<file path="config.mk">
export PLATFORM = sky130hd
export DESIGN_NAME = byte_stuffed_frame_builder
export DESIGN_NICKNAME = d
export VERILOG_FILES = /design/src/design/bsfb_pkg.sv /design/src/design/byte_stuffed_frame_builder.sv /design/src/design/bsfb_front.sv /design/src/design/bsfb_queue.sv /design/src/design/bsfb_back.sv
export SDC_FILE = /design/constraint.sdc
export NUM_CORES = 1
export LEC_CHECK = 0
export BUFFER_PORTS_ARGS = -buffer_cell sky130_fd_sc_hd__buf_2
export CORE_MARGIN = 2
export CORE_UTILIZATION = 35
export DETAILED_ROUTE_END_ITERATION = 10
export GPL_TIMING_DRIVEN = 0
export HOLD_SLACK_MARGIN = 0.03
export PLACE_DENSITY = 0.6
export SLEW_MARGIN = 0
export SYNTH_ARGS = -nofsm -noshare
export SYNTH_HDL_FRONTEND = slang
export SYNTH_SLANG_ARGS = --single-unit
</file>
<file path="constraint.sdc">
create_clock -name clk -period 6.73 [get_ports clk]
set_clock_uncertainty 0.1 [all_clocks]
set_input_delay 1.0095 -clock clk [delete_from_list [all_inputs] [get_ports clk]]
set_output_delay 1.0095 -clock clk [all_outputs]
set_load 0.01 [all_outputs]
</file>
<file path="src/design/bsfb_pkg.sv">
// ----------------------------------------------------------------------------
// bsfb_pkg: shared types and constants of the byte-stuffed frame builder
// Mode codes, framing bytes, the command passed from front to back end and
// helpers for the emit sequencer.
// ----------------------------------------------------------------------------
`default_nettype none

package bsfb_pkg;

  localparam logic [1:0] MODE_DATA  = 2'd0;
  localparam logic [1:0] MODE_FINAL = 2'd1;
  localparam logic [1:0] MODE_CLOSE = 2'd2;
  localparam logic [1:0] MODE_CTRL  = 2'd3;

  localparam logic [7:0] FLAG_BYTE = 8'h7E;
  localparam logic [7:0] ESC_BYTE  = 8'h7D;
  localparam logic [7:0] ESC_FLAG  = 8'h5E;
  localparam logic [7:0] ESC_ESC   = 8'h5D;
  localparam int unsigned SEQ_SHIFT = 6;

  localparam int unsigned NSTEP = 9;

  // Emit steps, in output order
  typedef enum logic [NSTEP-1:0] {
    ST_HFLAG = 9'b0_0000_0001,
    ST_HADDR = 9'b0_0000_0010,
    ST_HCTL  = 9'b0_0000_0100,
    ST_HBCC  = 9'b0_0000_1000,
    ST_DAT0  = 9'b0_0001_0000,
    ST_DAT1  = 9'b0_0010_0000,
    ST_BCC0  = 9'b0_0100_0000,
    ST_BCC1  = 9'b0_1000_0000,
    ST_FLAG  = 9'b1_0000_0000
  } step_t;

  typedef struct packed {
    logic       do_hdr;
    logic [7:0] addr;
    logic [7:0] ctl;
    logic       do_data;
    logic [7:0] data;
    logic       do_bcc;
    logic [7:0] bcc;
    logic       do_flag;
  } cmd_t;

  function automatic logic needs_esc(input logic [7:0] b);
    return (b == FLAG_BYTE) || (b == ESC_BYTE);
  endfunction

  function automatic logic [7:0] esc_code(input logic [7:0] b);
    return (b == FLAG_BYTE) ? ESC_FLAG : ESC_ESC;
  endfunction

  // Steps this command emits, one bit per step_t code
  function automatic logic [NSTEP-1:0] cmd_steps(input cmd_t c);
    logic [NSTEP-1:0] en;
    en    = '0;
    en[0] = c.do_hdr;
    en[1] = c.do_hdr;
    en[2] = c.do_hdr;
    en[3] = c.do_hdr;
    en[4] = c.do_data;
    en[5] = c.do_data && needs_esc(c.data);
    en[6] = c.do_bcc;
    en[7] = c.do_bcc && needs_esc(c.bcc);
    en[8] = c.do_flag;
    return en;
  endfunction

  function automatic logic [NSTEP-1:0] lowest_bit(input logic [NSTEP-1:0] v);
    return v & (~v + {{(NSTEP-1){1'b0}}, 1'b1});
  endfunction

endpackage

`default_nettype wire

</file>
<file path="src/design/byte_stuffed_frame_builder.sv">
// ----------------------------------------------------------------------------
// byte_stuffed_frame_builder: link-layer framer with byte stuffing
// Builds information frames (header, stuffed payload, stuffed BCC2, flag)
// and five-byte control frames from a stream of byte commands.
// ----------------------------------------------------------------------------
// Path: input -> command queue -> sequencer command register -> output register.
// Throughput: one output byte per cycle while out_stall allows; an input
//   causes 1 to 9 output bytes (two for an escaped payload or BCC2 byte).
//   The input side accepts while the two-entry command queue has room.
// Reset: synchronous active-low rst_n closes any open frame, clears BCC2,
//   empties the queue and drops out_valid.
`default_nettype none

module byte_stuffed_frame_builder
  import bsfb_pkg::*;
(
  input  wire logic       clk,
  input  wire logic       rst_n,
  // input channel
  input  wire logic       in_valid,
  output logic            in_stall,
  input  wire logic [1:0] in_mode,
  input  wire logic [7:0] in_data_byte,
  input  wire logic [7:0] in_address,
  input  wire logic       in_seq_num,
  input  wire logic [7:0] in_control_field,
  // result channel
  output logic            out_valid,
  input  wire logic       out_stall,
  output logic [7:0]      out_byte,
  output logic            out_frame_end,
  output logic            out_run_last
);

  // Front end: frame state (open flag, running BCC2) updates at the input
  // transfer, so later inputs classify without waiting on the output side.
  logic q_full;
  logic q_nonempty;
  logic q_pop;
  logic in_take;
  cmd_t front_cmd;
  cmd_t q_head;

  assign in_stall = q_full;
  assign in_take  = in_valid && !q_full;

  bsfb_front u_front (
    .clk           (clk),
    .rst_n         (rst_n),
    .take          (in_take),
    .mode          (in_mode),
    .data_byte     (in_data_byte),
    .address       (in_address),
    .seq_num       (in_seq_num),
    .control_field (in_control_field),
    .cmd           (front_cmd)
  );

  // Short queue of emit commands between classifier and sequencer
  bsfb_queue u_queue (
    .clk      (clk),
    .rst_n    (rst_n),
    .push     (in_take),
    .push_cmd (front_cmd),
    .pop      (q_pop),
    .full     (q_full),
    .nonempty (q_nonempty),
    .head     (q_head)
  );

  // Back end: one byte per cycle into a registered output while out_stall allows;
  // the next command is loaded on the cycle its predecessor's last byte goes out.
  bsfb_back u_back (
    .clk           (clk),
    .rst_n         (rst_n),
    .q_nonempty    (q_nonempty),
    .q_head        (q_head),
    .q_pop         (q_pop),
    .out_valid     (out_valid),
    .out_stall     (out_stall),
    .out_byte      (out_byte),
    .out_frame_end (out_frame_end),
    .out_run_last  (out_run_last)
  );

endmodule

`default_nettype wire

</file>
<file path="src/design/bsfb_front.sv">
// ----------------------------------------------------------------------------
// bsfb_front: input classifier
// Tracks the open frame and running BCC2, turns each input into an emit
// command for the back end.
// ----------------------------------------------------------------------------
`default_nettype none

module bsfb_front
  import bsfb_pkg::*;
(
  input  wire logic       clk,
  input  wire logic       rst_n,
  input  wire logic       take,
  input  wire logic [1:0] mode,
  input  wire logic [7:0] data_byte,
  input  wire logic [7:0] address,
  input  wire logic       seq_num,
  input  wire logic [7:0] control_field,
  output cmd_t            cmd
);

  logic       open_r, open_nxt;
  logic [7:0] par_r, par_nxt;
  logic [7:0] par_base;
  logic [7:0] par_upd;

  assign par_base = open_r ? par_r : 8'h00;
  assign par_upd  = par_base ^ ((mode != MODE_CLOSE) ? data_byte : 8'h00);

  always_comb begin
    cmd.addr    = address;
    cmd.data    = data_byte;
    cmd.bcc     = par_upd;
    cmd.do_flag = 1'b1;
    open_nxt    = open_r;
    par_nxt     = par_r;
    if (mode == MODE_CTRL) begin
      cmd.do_hdr  = 1'b1;
      cmd.ctl     = control_field;
      cmd.do_data = 1'b0;
      cmd.do_bcc  = 1'b0;
      open_nxt    = 1'b0;
      par_nxt     = 8'h00;
    end else begin
      cmd.do_hdr  = !open_r;
      cmd.ctl     = 8'(seq_num) << SEQ_SHIFT;
      cmd.do_data = (mode != MODE_CLOSE);
      cmd.do_bcc  = (mode != MODE_DATA);
      cmd.do_flag = (mode != MODE_DATA);
      open_nxt    = (mode == MODE_DATA);
      par_nxt     = (mode == MODE_DATA) ? par_upd : 8'h00;
    end
  end

  always_ff @(posedge clk) begin
    if (!rst_n) begin
      open_r <= 1'b0;
      par_r  <= 8'h00;
    end else if (take) begin
      open_r <= open_nxt;
      par_r  <= par_nxt;
    end
  end

  // final payload byte always closes the frame
  a_final_closes: assert property (@(posedge clk) disable iff (!rst_n)
    take && (mode == MODE_FINAL) |=> !open_r)
    else $error("frame still open after final byte");

  a_par_idle: assert property (@(posedge clk) disable iff (!rst_n)
    !open_r |-> par_r == 8'h00)
    else $error("BCC2 accumulator nonzero with no frame open");

  a_final_steps: assert property (@(posedge clk) disable iff (!rst_n)
    take && (mode == MODE_FINAL) |-> cmd.do_data && cmd.do_bcc && cmd.do_flag)
    else $error("final byte command incomplete");

endmodule

`default_nettype wire

</file>
<file path="src/design/bsfb_queue.sv">
// ----------------------------------------------------------------------------
// bsfb_queue: two-entry command queue
// Decouples the classifier from the byte sequencer.
// ----------------------------------------------------------------------------
`default_nettype none

module bsfb_queue
  import bsfb_pkg::*;
(
  input  wire logic clk,
  input  wire logic rst_n,
  input  wire logic push,
  input  wire cmd_t push_cmd,
  input  wire logic pop,
  output logic      full,
  output logic      nonempty,
  output cmd_t      head
);

  cmd_t       ent_r [2];
  logic       wr_ptr_r, wr_ptr_nxt;
  logic       rd_ptr_r, rd_ptr_nxt;
  logic [1:0] cnt_r, cnt_nxt;

  assign full     = (cnt_r == 2'd2);
  assign nonempty = (cnt_r != 2'd0);
  assign head     = ent_r[rd_ptr_r];

  always_comb begin
    wr_ptr_nxt = push ? !wr_ptr_r : wr_ptr_r;
    rd_ptr_nxt = pop  ? !rd_ptr_r : rd_ptr_r;
    cnt_nxt    = cnt_r + {1'b0, push} - {1'b0, pop};
  end

  always_ff @(posedge clk) begin
    if (!rst_n) begin
      wr_ptr_r <= 1'b0;
      rd_ptr_r <= 1'b0;
      cnt_r    <= 2'd0;
    end else begin
      wr_ptr_r <= wr_ptr_nxt;
      rd_ptr_r <= rd_ptr_nxt;
      cnt_r    <= cnt_nxt;
    end
  end

  always_ff @(posedge clk) begin
    if (push) begin
      ent_r[wr_ptr_r] <= push_cmd;
    end
  end

  a_no_overflow: assert property (@(posedge clk) disable iff (!rst_n)
    push |-> !full || pop)
    else $error("push into full queue");

  a_no_underflow: assert property (@(posedge clk) disable iff (!rst_n)
    pop |-> nonempty)
    else $error("pop from empty queue");

  a_ptr_count: assert property (@(posedge clk) disable iff (!rst_n)
    (cnt_r == 2'd1) |-> (wr_ptr_r != rd_ptr_r))
    else $error("queue pointers disagree with count");

endmodule

`default_nettype wire

</file>
<file path="src/design/bsfb_back.sv">
// ----------------------------------------------------------------------------
// bsfb_back: byte sequencer
// Walks the steps of one command, one byte per cycle while out_stall allows,
// into the output register.
// ----------------------------------------------------------------------------
`default_nettype none

module bsfb_back
  import bsfb_pkg::*;
(
  input  wire logic       clk,
  input  wire logic       rst_n,
  input  wire logic       q_nonempty,
  input  wire cmd_t       q_head,
  output logic            q_pop,
  output logic            out_valid,
  input  wire logic       out_stall,
  output logic [7:0]      out_byte,
  output logic            out_frame_end,
  output logic            out_run_last
);

  cmd_t             cur_r, cur_nxt;
  logic             cur_vld_r, cur_vld_nxt;
  step_t            step_r, step_nxt;
  logic             ov_r, ov_nxt;
  logic [7:0]       ob_r;
  logic             oend_r;
  logic             olast_r;

  logic [NSTEP-1:0] cur_en;
  logic [NSTEP-1:0] rem;
  logic             last;
  logic             emit;
  logic             load;
  logic [7:0]       byte_sel;

  assign cur_en = cmd_steps(cur_r);
  // steps still enabled after the current one
  assign rem    = cur_en & ~(step_r | (step_r - {{(NSTEP-1){1'b0}}, 1'b1}));
  assign last   = (rem == '0);
  assign emit   = cur_vld_r && (!ov_r || !out_stall);
  assign load   = q_nonempty && (!cur_vld_r || (emit && last));
  assign q_pop  = load;

  always_comb begin
    case (step_r)
      ST_HFLAG: byte_sel = FLAG_BYTE;
      ST_HADDR: byte_sel = cur_r.addr;
      ST_HCTL:  byte_sel = cur_r.ctl;
      ST_HBCC:  byte_sel = cur_r.addr ^ cur_r.ctl;
      ST_DAT0:  byte_sel = needs_esc(cur_r.data) ? ESC_BYTE : cur_r.data;
      ST_DAT1:  byte_sel = esc_code(cur_r.data);
      ST_BCC0:  byte_sel = needs_esc(cur_r.bcc) ? ESC_BYTE : cur_r.bcc;
      ST_BCC1:  byte_sel = esc_code(cur_r.bcc);
      ST_FLAG:  byte_sel = FLAG_BYTE;
      default:  byte_sel = FLAG_BYTE;
    endcase
  end

  always_comb begin
    cur_nxt     = cur_r;
    cur_vld_nxt = cur_vld_r;
    step_nxt    = step_r;
    if (load) begin
      cur_nxt     = q_head;
      cur_vld_nxt = 1'b1;
      step_nxt    = step_t'(lowest_bit(cmd_steps(q_head)));
    end else if (emit) begin
      if (last) begin
        cur_vld_nxt = 1'b0;
      end else begin
        step_nxt = step_t'(lowest_bit(rem));
      end
    end
    ov_nxt = emit ? 1'b1 : (ov_r && out_stall);
  end

  always_ff @(posedge clk) begin
    if (!rst_n) begin
      cur_vld_r <= 1'b0;
      step_r    <= ST_HFLAG;
      ov_r      <= 1'b0;
    end else begin
      cur_vld_r <= cur_vld_nxt;
      step_r    <= step_nxt;
      ov_r      <= ov_nxt;
    end
  end

  always_ff @(posedge clk) begin
    cur_r <= cur_nxt;
    if (emit) begin
      ob_r    <= byte_sel;
      oend_r  <= (step_r == ST_FLAG);
      olast_r <= last;
    end
  end

  assign out_valid     = ov_r;
  assign out_byte      = ob_r;
  assign out_frame_end = oend_r;
  assign out_run_last  = olast_r;

  a_end_is_flag: assert property (@(posedge clk) disable iff (!rst_n)
    ov_r && oend_r |-> (ob_r == FLAG_BYTE) && olast_r)
    else $error("frame end not on a closing flag");

  a_step_enabled: assert property (@(posedge clk) disable iff (!rst_n)
    cur_vld_r |-> (cur_en & step_r) != '0)
    else $error("sequencer on a step the command does not use");

  a_step_onehot: assert property (@(posedge clk) disable iff (!rst_n)
    $onehot(step_r))
    else $error("step register not one-hot");

endmodule

`default_nettype wire
</file>
==> results.sh, run 1 <==
export IMPL_status="completed"
export IMPL_p_int_mw=2.068
export IMPL_maxSlewHeadroom_pct=21.33
export IMPL_grt_use_met3_pct=4.227
export IMPL_crit_buf_inv=1
export IMPL_fin_nets=544
export IMPL_period_needed_ns=3.191
export IMPL_htreeDepth=4
export IMPL_antenna_found_initial=0
export IMPL_grt_pass1_wl_mm=19.72
export IMPL_p_switching_mw=0.8583
export IMPL_cp_top_family="simple AND/OR/NAND/NOR gates"
export IMPL_async_flop_share_pct=0
export IMPL_min_path_type="flip-flop to flip-flop"
export IMPL_die_w_um=135.6
export IMPL_yosys_warnings=0
export IMPL_ir_worst_vdd_uv=185.0
export IMPL_layout_common_cells="118 x edfxtp_1, 45 x buf_2, 36 x mux2_2"
export IMPL_max_freq_mhz=313.4
export IMPL_seq_area_sq_mm=0.004044
export IMPL_yosys_most_used_dff="edfxtp_1"
export IMPL_final_setup_worst_slack_ns=3.539
export IMPL_syn_nets=480
export IMPL_cp_required_ns=6.80
export IMPL_clockBufferDepth=2
export IMPL_dieArea_sq_mm=0.01838
export IMPL_synth_distinct_cells=54
export IMPL_dp_hpwl_mm=8.400
export IMPL_netlist_area_sq_mm=0.006060
export IMPL_grt_total_usage_pct=14.11
export IMPL_setup_worst_path_class="flip-flop to flip-flop"
export IMPL_place_ws_ns=3.412
export IMPL_synth_edf_count=118
export IMPL_tightest_slew_ns=1.169
export IMPL_wl_per_cell_um=15.82
export IMPL_grt_pass1_vias=3860
export IMPL_switching_share_pct=29.33
export IMPL_p_seq_share_pct=45.5
export IMPL_hold_buffers=0
export IMPL_area_growth_pct=18.87
export IMPL_fin_crit_sh_pct=47.42
export IMPL_syn_area_per_cell_sq_um=13.68
export IMPL_cts_tree="done"
export IMPL_crit_chain="clkbuf_1 -> or4_1 -> nor4_1 -> nand2b_2 -> nand4_2 -> a21oi_1 -> a211o_1"
export IMPL_cts_buffers_inserted=17
export IMPL_io_buffer_count=42
export IMPL_ys_top_cells_by_area="edfxtp_1 58%, dfxtp_1 8.3%, mux2_2 6.7%"
export IMPL_p_leak_nw=2.410
export IMPL_grt_max_degree=29
export IMPL_cts_sinks=143
export IMPL_drive_gt1_share_pct=24.42
export IMPL_yosys_register_bits=143
export IMPL_syn_inst=443
export IMPL_n_antenna_cell=0
export IMPL_die_height_um=135.6
export IMPL_mostFrequentLayoutCell="edfxtp_1"
export IMPL_synth_seq_area_share_pct=66.74
export IMPL_core_rowCount=48
export IMPL_slowest_delay_ns=0.91
export IMPL_cap_violations=0
export IMPL_drt_pass1_iterations=5
export IMPL_core_area_sq_mm=0.01712
export IMPL_p_per_area_mw_per_mm2=406.3
export IMPL_slew_violations=0
export IMPL_root_buffer="clkbuf_16"
export IMPL_timing_final_hold_violations=0
export IMPL_multi_input_area_sq_mm=0.001922
export IMPL_crit_slowest_cell="nor4_1"
export IMPL_combPwrFrac_pct=23.3
export IMPL_final_util_pct=42.08
export IMPL_fin_setup_tns_ns=0
export IMPL_worstSetupStartpointType="flip-flop"
export IMPL_postCtsSetupRepairBufs=0
export IMPL_drt_initial_drc_count=283
export IMPL_yosys_area_top_type="edfxtp_1"
export IMPL_critPathMaxFanout=9
export IMPL_drc_errors=0
export IMPL_ioPinCount=43
export IMPL_clk_latency_ns=0.42
export IMPL_clkTransAtPathRegs_ns=0.06
export IMPL_cts_resized=0
export IMPL_top_usage_layer="met2"
export IMPL_met2_usage_pct=22.84
export IMPL_p_clk_share_pct=31.3
export IMPL_grt_met1_usage_pct=17.85
export IMPL_setup_violations=0
export IMPL_end_kind="flip-flop"
export IMPL_rsz0062_at_grt="false"
export IMPL_synth_top_area_share_pct=58.48
export IMPL_place_congestion=0.8575
export IMPL_cp_arrival_ns=3.26
export IMPL_fill_cells=1587
export IMPL_drt_total_wl_mm=11.79
export IMPL_num_vias=3656
export IMPL_drtAntennaViolNets=0
export IMPL_initial_core_util_pct=35.40
export IMPL_gr_total_overflow=0
export IMPL_avgViaCountPerCell=4.907
[registers in the layout (all words and copies together), names as in the netlist, named ones only]
signal,flops
u_queue.ent_r,72
u_front.par_r,8
u_front.open_r,1
u_back.out_run_last,1
u_back.step_r,9
u_queue.rd_ptr_r,1
u_back.out_frame_end,1
u_back.out_byte,8
u_back.cur_r,32
u_queue.wr_ptr_r,1
u_back.cur_vld_r,1
u_back.cur_en,4
u_queue.cnt_r,2
u_back.out_valid,1
[logic make-up (layout without fill, tap and decap cells)]
kind of cell	after synthesis	in the layout	synth area share, %
XOR/XNOR	15	15	2.168
AND/OR/NAND/NOR	148	148	13.55
multiplexers	39	39	7.186
adder cells (fa/ha/maj)	6	6	1.239
AO/OA/AOI/OAI	66	66	7.331
buffers and inverters	26	103	1.796
flip-flops	143	143	66.74
[cell type report]
type                    count  area share [%]
flip-flops and latches    143           56.14
inverters                  11          0.5732
multi-input cells         274           26.68
clock buffers              17           5.906
clock inverters            15           2.102
plain buffers              15          0.9380
well taps                 225           3.908
repair buffers             45           3.752
[power groups by stage]
stage | clock, mW | combinational [mW] | sequential [mW]
2_1_floorplan | 0 | 0.483 | 1.32
3_3_place_gp | 0 | 0.640 | 1.36
3_5_place_dp | 0 | 0.683 | 1.35
4_1_cts | 0.937 | 0.689 | 1.33
5_1_grt | 0.975 | 0.759 | 1.35
6_report | 0.915 | 0.681 | 1.33
[layer usage]
layer	vias to the layer above	part of all wire, %	wire length, um
met4	0	1.9	224
li1	1784	-	-
met1	1769	46	5436
met5	-	0	0
met2	82	48	5650
met3	21	4.0	475
[tightest hold or removal path, cell delays in order, from the launching register on]
cell	delay [ns]
dfxtp_1	0.32
a22oi_1	0.08
nor2_1	0.08
[per-stage QoR]
step           cell area, sq um  power (mW)  hold WS [ns]  std cells
5_1_grt                    7203       3.087        0.4454        745
6_report                   7203       2.926        0.4167        745
4_1_cts                    7203       2.957        0.4250        745
3_5_place_dp               6626       2.031        0.4065        713
2_1_floorplan              6060       1.803        0.3793        443
3_3_place_gp               6551       1.998        0.3934        710
[cell usage after synthesis (3+ instances only)]
library cell,n
a21oi_1,17
a22oi_1,8
a32oi_1,6
and2_1,9
buf_2,3
clkbuf_1,9
dfxtp_1,25
edfxtp_1,118
ha_1,6
inv_1,9
mux2_2,36
mux2i_1,3
nand2_1,32
nand2b_1,16
nand3_1,5
nand4_1,6
nor2_1,31
nor2b_1,14
nor3_1,6
nor4_1,5
o21ai_0,19
or3_1,3
or4_1,4
xnor2_1,14
[worst paths after layout]
check                                      start            endpoint  slack (ns)  cells past startpoint
worst min register to register  u_front.par_r[3]    u_front.par_r[3]        0.42                      2
worst max-delay path            u_back.step_r[8]  u_back.out_byte[5]        3.54                      7
worst min-delay path            u_front.par_r[3]    u_front.par_r[3]        0.42                      2
worst max register to register  u_back.step_r[8]  u_back.out_byte[5]        3.54                      7
No activity file was read; power rests on OpenSTA's default activity.
==> run 2, diff against run 1 <==
- clock period: 6.73 -> 3.1 ns (I/O delays scaled with it)
==> run 2 against run 1 <==
Effect of this change: register-to-register slack worse by 3.3 ns; cell count down 0.13%; worst setup slack got worse by 3.3 ns; critical path depth rose by 4; first-iteration DRC count grew 13%; final area decreased by 0.28%; hold slack worse by 0.28 ns; combinational power is 120% higher; global-route usage shrank 0.15 points; via count increased by 1.7%; wire length is essentially flat; critical endpoint is now u_queue.cnt_r[1]; highest routed layer unchanged.
==> results.sh, run 2 (synthesis results as in run 1) <==
export IMPL_whs_ns=0.1378
export IMPL_clkTransAtPathRegs_ns=0.06
export IMPL_mostFrequentLayoutCell="edfxtp_1"
export IMPL_reg2reg_to="u_queue.cnt_r[1]"
export IMPL_cp_arrival_ns=3.06
export IMPL_r2r_cells=11
export IMPL_min_path_type="input pin to flip-flop"
export IMPL_cap_violations=0
export IMPL_dp_hpwl_mm=8.385
export IMPL_drc_errors=0
export IMPL_antenna_found_initial=0
export IMPL_top_register="u_queue.ent_r"
export IMPL_status="completed"
export IMPL_placed_cell_area_sq_mm=0.006623
export IMPL_endpoint="u_queue.cnt_r[1]"
export IMPL_r2r_setup_slack_ns=0.23
export IMPL_grt_total_usage_pct=13.96
export IMPL_ir_worst_vdd_uv=451.3
export IMPL_rr_startpoint="u_back.cur_r[8]"
export IMPL_initial_core_util_pct=35.40
export IMPL_root_buffer="clkbuf_16"
export IMPL_clk_latency_ns=0.42
export IMPL_clockBufferDepth=2
export IMPL_place_ws_ns=-0.07579
export IMPL_area_growth_pct=18.54
export IMPL_gr_total_overflow=0
export IMPL_p_per_area_mw_per_mm2=870.6
export IMPL_num_vias=3718
export IMPL_timing_final_hold_violations=0
export IMPL_dieArea_sq_mm=0.01838
export IMPL_cp_required_ns=3.29
export IMPL_die_w_um=135.6
export IMPL_max_freq_mhz=348.6
export IMPL_period_needed_ns=2.868
export IMPL_fin_nets=545
export IMPL_slew_violations=0
export IMPL_drt_total_wl_mm=11.78
export IMPL_maxSlewHeadroom_pct=28.42
export IMPL_grt_pass1_vias=3825
export IMPL_io_buffer_count=42
export IMPL_largest_reg_flops=72
export IMPL_cts_sinks=143
export IMPL_cts_tree="done"
export IMPL_seq_area_sq_mm=0.004044
export IMPL_rsz0062_at_grt="false"
export IMPL_critPathMaxFanout=3
export IMPL_setup_violations=0
export IMPL_setup_worst_path_class="flip-flop to flip-flop"
export IMPL_finalPower_mw=6.254
export IMPL_wl_per_cell_um=15.83
export IMPL_end_kind="flip-flop"
export IMPL_design_area_sq_mm=0.007183
export IMPL_htreeDepth=4
export IMPL_core_area_sq_mm=0.01712
export IMPL_hold_buffers=0
export IMPL_p_leak_nw=2.406
export IMPL_worstSetupStartpointType="flip-flop"
export IMPL_final_setup_worst_slack_ns=0.2317
export IMPL_drtAntennaViolNets=0
export IMPL_fill_cells=1557
export IMPL_drt_pass1_iterations=4
export IMPL_ioPinCount=43
export IMPL_avgViaCountPerCell=4.997
export IMPL_top_regs="u_queue.ent_r (72), u_back.cur_r (32), u_back.step_r (9)"
export IMPL_cts_buffers_inserted=17
export IMPL_tightest_slew_ns=1.071
export IMPL_place_congestion=0.8743
export IMPL_drive_gt1_share_pct=24.47
export IMPL_crit_start="u_back.cur_r[8]"
export IMPL_grt_max_degree=43
export IMPL_die_height_um=135.6
export IMPL_n_antenna_cell=0
export IMPL_layout_common_cells="118 x edfxtp_1, 45 x buf_2, 36 x mux2_2"
export IMPL_fin_crit_sh_pct=92.53
export IMPL_core_rowCount=48
export IMPL_grt_pass1_wl_mm=19.49
export IMPL_drt_initial_drc_count=321
export IMPL_multi_input_area_sq_mm=0.001928
==> run 2: how the worst min path moves through the flow <==
stage / endpoint / cells past startpoint / start
after detailed placement: flip-flop / 2 / u_queue.rd_ptr_r
after global routing: u_queue.ent_r[0][31] / 1 / in_address[4]
after floorplan: u_front.par_r[0] / 2 / u_front.par_r[0]
after CTS: u_queue.ent_r[0][31] / 1 / in_address[4]
final: u_queue.ent_r[1][31] / 1 / in_address[4]
after global placement: u_front.par_r[6] / 2 / u_front.par_r[6]
==> run 2: cell type report <==
type | count | share of cell area, %
Sequential cell | 143 | 56.30
Multi-Input combinational cell | 274 | 26.84
Clock buffer | 21 | 6.131
Tap cell | 225 | 3.919
Timing Repair Buffer | 46 | 3.902
Clock inverter | 9 | 1.324
Buffer | 15 | 0.9406
Inverter | 11 | 0.6445
==> run 2: per-layer routing <==
| metal | GRT usage, % | up-vias | share of wire, % |
|---|---|---|---|
| li1 | - | 1795 | - |
| met1 | 17.45 | 1810 | 44 |
| met2 | 22.87 | 102 | 50 |
| met3 | 4.190 | 11 | 4.6 |
| met4 | 5.266 | 0 | 1.1 |
| met5 | 0 | - | 0 |
==> run 2: critical path, stage by stage, from the launching register on <==
cell and delay (ns):
edfxtp_1 0.42, nand2b_1 0.20, or4_1 0.59, or2_2 0.37
a31oi_4 0.18, inv_1 0.06, ha_1 0.26, inv_1 0.03
ha_1 0.17, xor2_1 0.16, xnor2_1 0.15, nor2_1 0.05
==> run 2: per-stage QoR <==
step,setup TNS (ns),util [%],instances
3_5_place_dp,-0.2386,38.69,712
2_1_floorplan,0,-,443
4_1_cts,0,41.84,742
5_1_grt,0,41.97,744
3_3_place_gp,-52.25,38.28,710
6_report,0,41.97,744
==> run 2: timing repair <==
item | CTS | global route
gates resized for setup | 1 | 1
pin swaps | 0 | 1
buffers inserted | 0 | 2
setup endpoints to repair | 5 | 8
endpoints found under the hold margin | 0 | 0
==> run 2: power by group <==
group / switching (mW) / total [mW] / internal (mW)
logic: 0.901 / 1.49 / 0.585
registers: 0.229 / 2.90 / 2.67
clock network: 0.711 / 1.87 / 1.16
total: 1.84 / 6.25 / 4.41
